==> src/gn3_fade.sv <==
`default_nettype none
module gn3_fade #(
    parameter int FRAC_BITS = 16
) (
    input  wire logic                       i_clk,
    input  wire logic                       i_en,
    input  wire logic [FRAC_BITS-1:0]       i_frac,
    output logic      [FRAC_BITS-1:0]       o_frac3,
    output logic signed [FRAC_BITS+1:0]     o_fade
);
    localparam int F  = FRAC_BITS;
    localparam int IW = F + 6;
    localparam logic signed [IW-1:0] C_ONE = IW'(1) <<< F;

    logic [F-1:0]           r_t1, r_t2, r_tt2, r_cube3;
    logic signed [IW-1:0]   r_inner2, r_inner3;
    logic signed [IW-1:0]   t1s, a1, inner1;
    logic signed [2*IW-1:0] p1;
    logic [2*F-1:0]         sq1, cu2;
    logic signed [F+IW:0]   f3;

    assign t1s    = $signed({6'b0, r_t1});
    assign a1     = (t1s <<< 2) + (t1s <<< 1) - 15 * C_ONE;
    assign p1     = a1 * t1s;
    assign inner1 = IW'(p1 >>> F) + 10 * C_ONE;
    assign sq1    = r_t1 * r_t1;
    assign cu2    = r_tt2 * r_t2;
    assign f3     = $signed({1'b0, r_cube3}) * r_inner3;

    always_ff @(posedge i_clk) begin
        if (i_en) begin
            r_t1     <= i_frac;
            r_t2     <= r_t1;
            r_tt2    <= sq1[2*F-1:F];
            r_inner2 <= inner1;
            o_frac3  <= r_t2;
            r_cube3  <= cu2[2*F-1:F];
            r_inner3 <= r_inner2;
            o_fade   <= (F+2)'(f3 >>> F);
        end
    end
endmodule
`default_nettype wire

==> config.mk <==
export PLATFORM = sky130hd
export DESIGN_NAME = gn3_fade
export DESIGN_NICKNAME = d
export VERILOG_FILES = /design/src/gn3_fade.sv
export SDC_FILE = /design/constraint.sdc
export NUM_CORES = 2
export LEC_CHECK = 0
export BUFFER_PORTS_ARGS = -buffer_cell sky130_fd_sc_hd__buf_2
export CAP_MARGIN = 20
export CORE_ASPECT_RATIO = 0.75
export CORE_UTILIZATION = 24
export CTS_CLUSTER_DIAMETER = 150
export CTS_CLUSTER_SIZE = 30
export DETAILED_ROUTE_END_ITERATION = 8
export PLACE_DENSITY = 0.38
export SETUP_SLACK_MARGIN = 0.2
export SYNTH_ARGS = -nofsm -noshare
export SYNTH_HDL_FRONTEND = slang
export SYNTH_SLANG_ARGS = --single-unit
==> constraint.sdc <==
create_clock -name i_clk -period 23.4 [get_ports i_clk]
set_clock_uncertainty 0.15 [all_clocks]
set_input_delay 1.17 -clock i_clk [delete_from_list [all_inputs] [get_ports i_clk]]
set_output_delay 1.17 -clock i_clk [all_outputs]
set_load 0.05 [all_outputs]
### Word-level counts from Yosys, hierarchy flattened

Index checks and enable logic that the tools add are counted.

* bits in registers: 142
* output and inout bits: 34
* logic and storage cells: 15

* add/sub/neg operators: 3
* $mul: 4

Operator list (number)
* multiplier 16 x 16 -> 32 bit: 2
* multiplier 21 x 17 -> 38 bit: 1
* multiplier 17 x 22 -> 34 bit: 1
* adder 22 x 21 -> 22 bit, second input constant: 1
* subtractor 19 x 20 -> 21 bit, second input constant: 1
* adder 18 x 17 -> 19 bit: 1

### Depth between registers and ports, before layout

* depth in word-level cells: 4
* mapped depth: 48

### Worst setup path before layout

Ideal clock, no wire load.

* kind: register to register
* from: register r_t1[1]
* to: register r_inner2[21] (data pin)
* setup time: 0.260 ns
* arrival time: 10.393 ns
* required time: 22.990 ns
* path slack: 12.597 ns
* cell stages (with the launch flop): 48
* path buffers: 2
* period minus slack after synthesis: 10.803 ns
* path through: edfxtp_1 -> clkbuf_1 -> inv_1 -> ha_1 -> inv_1 -> ha_1 -> fa_1 -> a21o_1 -> a21oi_1 -> o21bai_1 -> a21oi_1 -> nor2b_1 -> o21a_1 -> o21ai_1 -> nand2b_1 -> a41o_1 -> o41ai_1 -> xnor2_1 -> [12 not listed] -> a21o_1 -> a21o_1 -> a221oi_1 -> inv_1 -> a31oi_1 -> inv_1 -> a21oi_2 -> o31a_1 -> nor2b_1 -> nor2_1 -> xnor2_1 -> ha_1 -> nand2b_1 -> nor2_1 -> mux2i_1 -> a31oi_1 -> or3b_1 -> xnor2_1

* longest elaborated chain between the ends: 4

RTL lines
* start: declaration: line 15 `logic [F-1:0] r_t1, r_t2, r_tt2, r_cube3;`
* start signal: assignment: line 32 `r_t1 <= i_frac;`
* adder 18 x 17 -> 19 bit: line 23 `assign a1 = (t1s <<< 2) + (t1s <<< 1) - 15 * C_ONE;`
* subtractor 19 x 20 -> 21 bit: line 23
* multiplier 21 x 17 -> 38 bit (*): line 24 `assign p1 = a1 * t1s;`
* adder 22 x 21 -> 22 bit (*): line 25 `assign inner1 = IW'(p1 >>> F) + 10 * C_ONE;`
* net inner1[21]: line 17 `logic signed [IW-1:0] t1s, a1, inner1;`
* end signal: assignment: line 35 `r_inner2 <= inner1;`
* end: declaration: line 16 `logic signed [IW-1:0] r_inner2, r_inner3;`

The timed path passes the listed nets; every way through them passes the cells marked *.
A chain may end at the register's enable or synchronous reset.

### Worst setup path after layout

Ends and elaborated chain as after synthesis.

==> impl_metrics.ini <==
[cts]
clkSinkCount = 142
h-tree-depth = 4
cts_tree = yes
clock_path_buffers = 2
cts_resized = 0
cts_setup_buffers = 0
clk_pin_slew_worst_paths_ns = 0.08
numCtsBuffers = 17
root_buffer = clkbuf_16
ctsHoldBuffers = 0
clk_latency_ns = 0.51

[yosys]
synth_fp_nets = 5739
yosysTopAreaCell = fa_1
yosys.area_share.simple_pct = 13.0
synth_area_leaders = fa_1 (46%), ha_1 (13%), inv_1 (11%)
synthMuxAreaShare_pct = 0.0868
netlist_top_cells_count = inv_1 (1189), fa_1 (970), nand2_1 (573), ha_1 (426), and2_1 (370)
synth_cell_type_count = 62
synth-xor-area-share_pct = 2.35
synth_top_area_share_pct = 46.5
synthFlopType = edfxtp_1
synth-edff-count = 142
synth_adder_area_share_pct = 59.2
synth_most_common_cell = inv_1
synth_top_family_by_area = adder cells
synth_compound_area_share_pct = 3.17
syn_area_sq_um = 41800
synth_seq_area_share_pct = 10.2
synth_warnings = 0
ys_seq_elements = 142
syn-instance-count = 4325
synth.avg_cell_area_sq_um = 9.67
synthArstFlopShare_pct = 0

[place]
finalWeightedCongestion = 0.790
post-dp-hpwl_um = 94500
placed_cell_area_sq_um = 45000
io_buffers = 51

[worst_setup_path]
timing.critical_path.slowest_cell_delay_ns = 0.54
slowest_stage = fa_1
crit_type = flop to flop
start_kind = flop
required_ns = 23.49
worstPathArrival_ns = 12.11
critical_path.max_fanout = 37
crit_path_end_kind = flop

[outcome]
status = completed

[die]
ios = 52
rows = 132
fp.dieH_um = 363
core_area_sq_um = 173000
start_util_pct = 24.2
floorplan.die_area_sq_um = 176000
die_w_um = 484

[layout]
drive_above_1_share_pct = 4.17
final_cell_area_sq_um = 45600
nets = 5745
syn2layout_area_growth_pct = 9.03

[sta]
fin_setup_tns_ns = 0
finalCriticalPeriod_ns = 12.03
hold_viol = 0
tightest_slew_ns = 1.09
finalCritPeriodShare_pct = 51.4
setup_viol_count_final = 0
max_freq_ghz = 0.0832
whs_ns = 0.270
rsz0062_at_grt = false
slew_headroom_pct = 27.1
finalMaxSlewViolations = 0

[flow_run]
drv_cap = 0

[hold_path]
min_path_type = flop to flop

[global_routing]
grt_pass1_wl_um = 188000
grt_overflow_total = 0
antenna_found_initial = 5
groute.usage.overall_pct = 14.2
grt_pass1_vias = 30000
grt_max_degree = 57

[drt]
drt_iter0_markers = 1192
drt-total-wl_um = 120000
first_pass_iters = 5
num_vias = 27300
wl_per_cell_um = 18.1
postRouteAntennaNets = 0
drc = 0
viasPerCell = 4.13
-- metrics by stage --
stage	cells	utilization, %	setup WS [ns]
6_report	6623	26.4	11.37
3_5_place_dp	6590	26.0	11.41
2_1_floorplan	4325	-	12.60
3_3_place_gp	6590	26.0	11.47
5_1_grt	6622	26.4	10.54
4_1_cts	6622	26.4	11.38
-- state kept, by name (all words and copies together), names as in the netlist --
signal,flops
r_tt2,16
r_cube3,16
r_inner3,22
r_inner2,22
r_t1,16
o_frac3,16
o_fade,18
r_t2,16
-- worst max-delay path, delay by kind of cell (launching register included) --
kind,cells,cell delay [ns]
AND/OR/NAND/NOR,8,1.23
buffers and inverters,9,1.48
adder cells (fa/ha/maj),11,4.76
AO/OA/AOI/OAI,15,3.40
XOR/XNOR,3,0.38
flip-flops,1,0.33
-- routing by layer --
metal / global-route usage [%] / routed length (um) / vias to the layer above
met5: 0 / 0 / -
met4: 1.87 / 829 / 0
met3: 1.34 / 3650 / 40
met2: 20.5 / 49200 / 351
met1: 22.8 / 66100 / 14400
li1: - / - / 12600
-- worst paths after layout --
path / from / end / slack [ns] / cells after the start
max: r_t1[1]$_DFFE_PP_ / r_inner2[21]$_DFFE_PP_ / 11.37 / 46
min: r_inner2[21]$_DFFE_PP_ / r_inner3[21]$_DFFE_PP_ / 0.27 / 0
min reg2reg: r_inner2[21]$_DFFE_PP_ / r_inner3[21]$_DFFE_PP_ / 0.27 / 0
max reg2reg: r_t1[1]$_DFFE_PP_ / r_inner2[21]$_DFFE_PP_ / 11.37 / 46
-- area by class of cell --
type	instances	area, sq um
Clock buffer	17	425
Clock inverter	15	174
Tap cell	2278	2850
Antenna cell	1	2.50
Multi-Input combinational cell	2846	32500
Sequential cell	142	4260
Inverter	1195	4490
Fill cell	18700	127000
Timing Repair Buffer	129	847
-- kinds of logic after synthesis --
logic type	after synthesis
buffers and inverters	1337
AO/OA/AOI/OAI	194
XOR/XNOR	112
AND/OR/NAND/NOR	1141
adder cells (fa/ha/maj)	1396
multiplexers	3
flip-flops	142
-- layout by cell type (no fill, tap or decap), types with 3 or more instances in the layout --
master / n
a21o_1: 34
o21ai_1: 4
o41ai_1: 3
and3_1: 6
xor2_1: 32
inv_6: 4
nand2_1: 573
nand4_1: 11
a41o_1: 3
clkbuf_16: 17
inv_1: 1189
a31oi_1: 5
o21bai_1: 7
and2_1: 370
buf_2: 50
nor2_1: 98
inv_8: 4
ha_1: 426
or2_2: 6
nand2b_1: 13
o21ai_0: 22
clkinv_1: 5
o21a_1: 18
nor3_1: 29
o31ai_1: 3
nor3b_1: 3
a21oi_1: 55
nand3_1: 12
clkinvlp_4: 3
or3_1: 4
a211oi_1: 6
a21boi_0: 3
edfxtp_1: 142
o211ai_1: 6
fa_1: 970
nor2b_1: 11
a21boi_1: 3
xnor2_1: 78
buf_4: 78
Power is not shown: default switching activity piles up to over one toggle a cycle in this logic, so the estimate is an artifact.
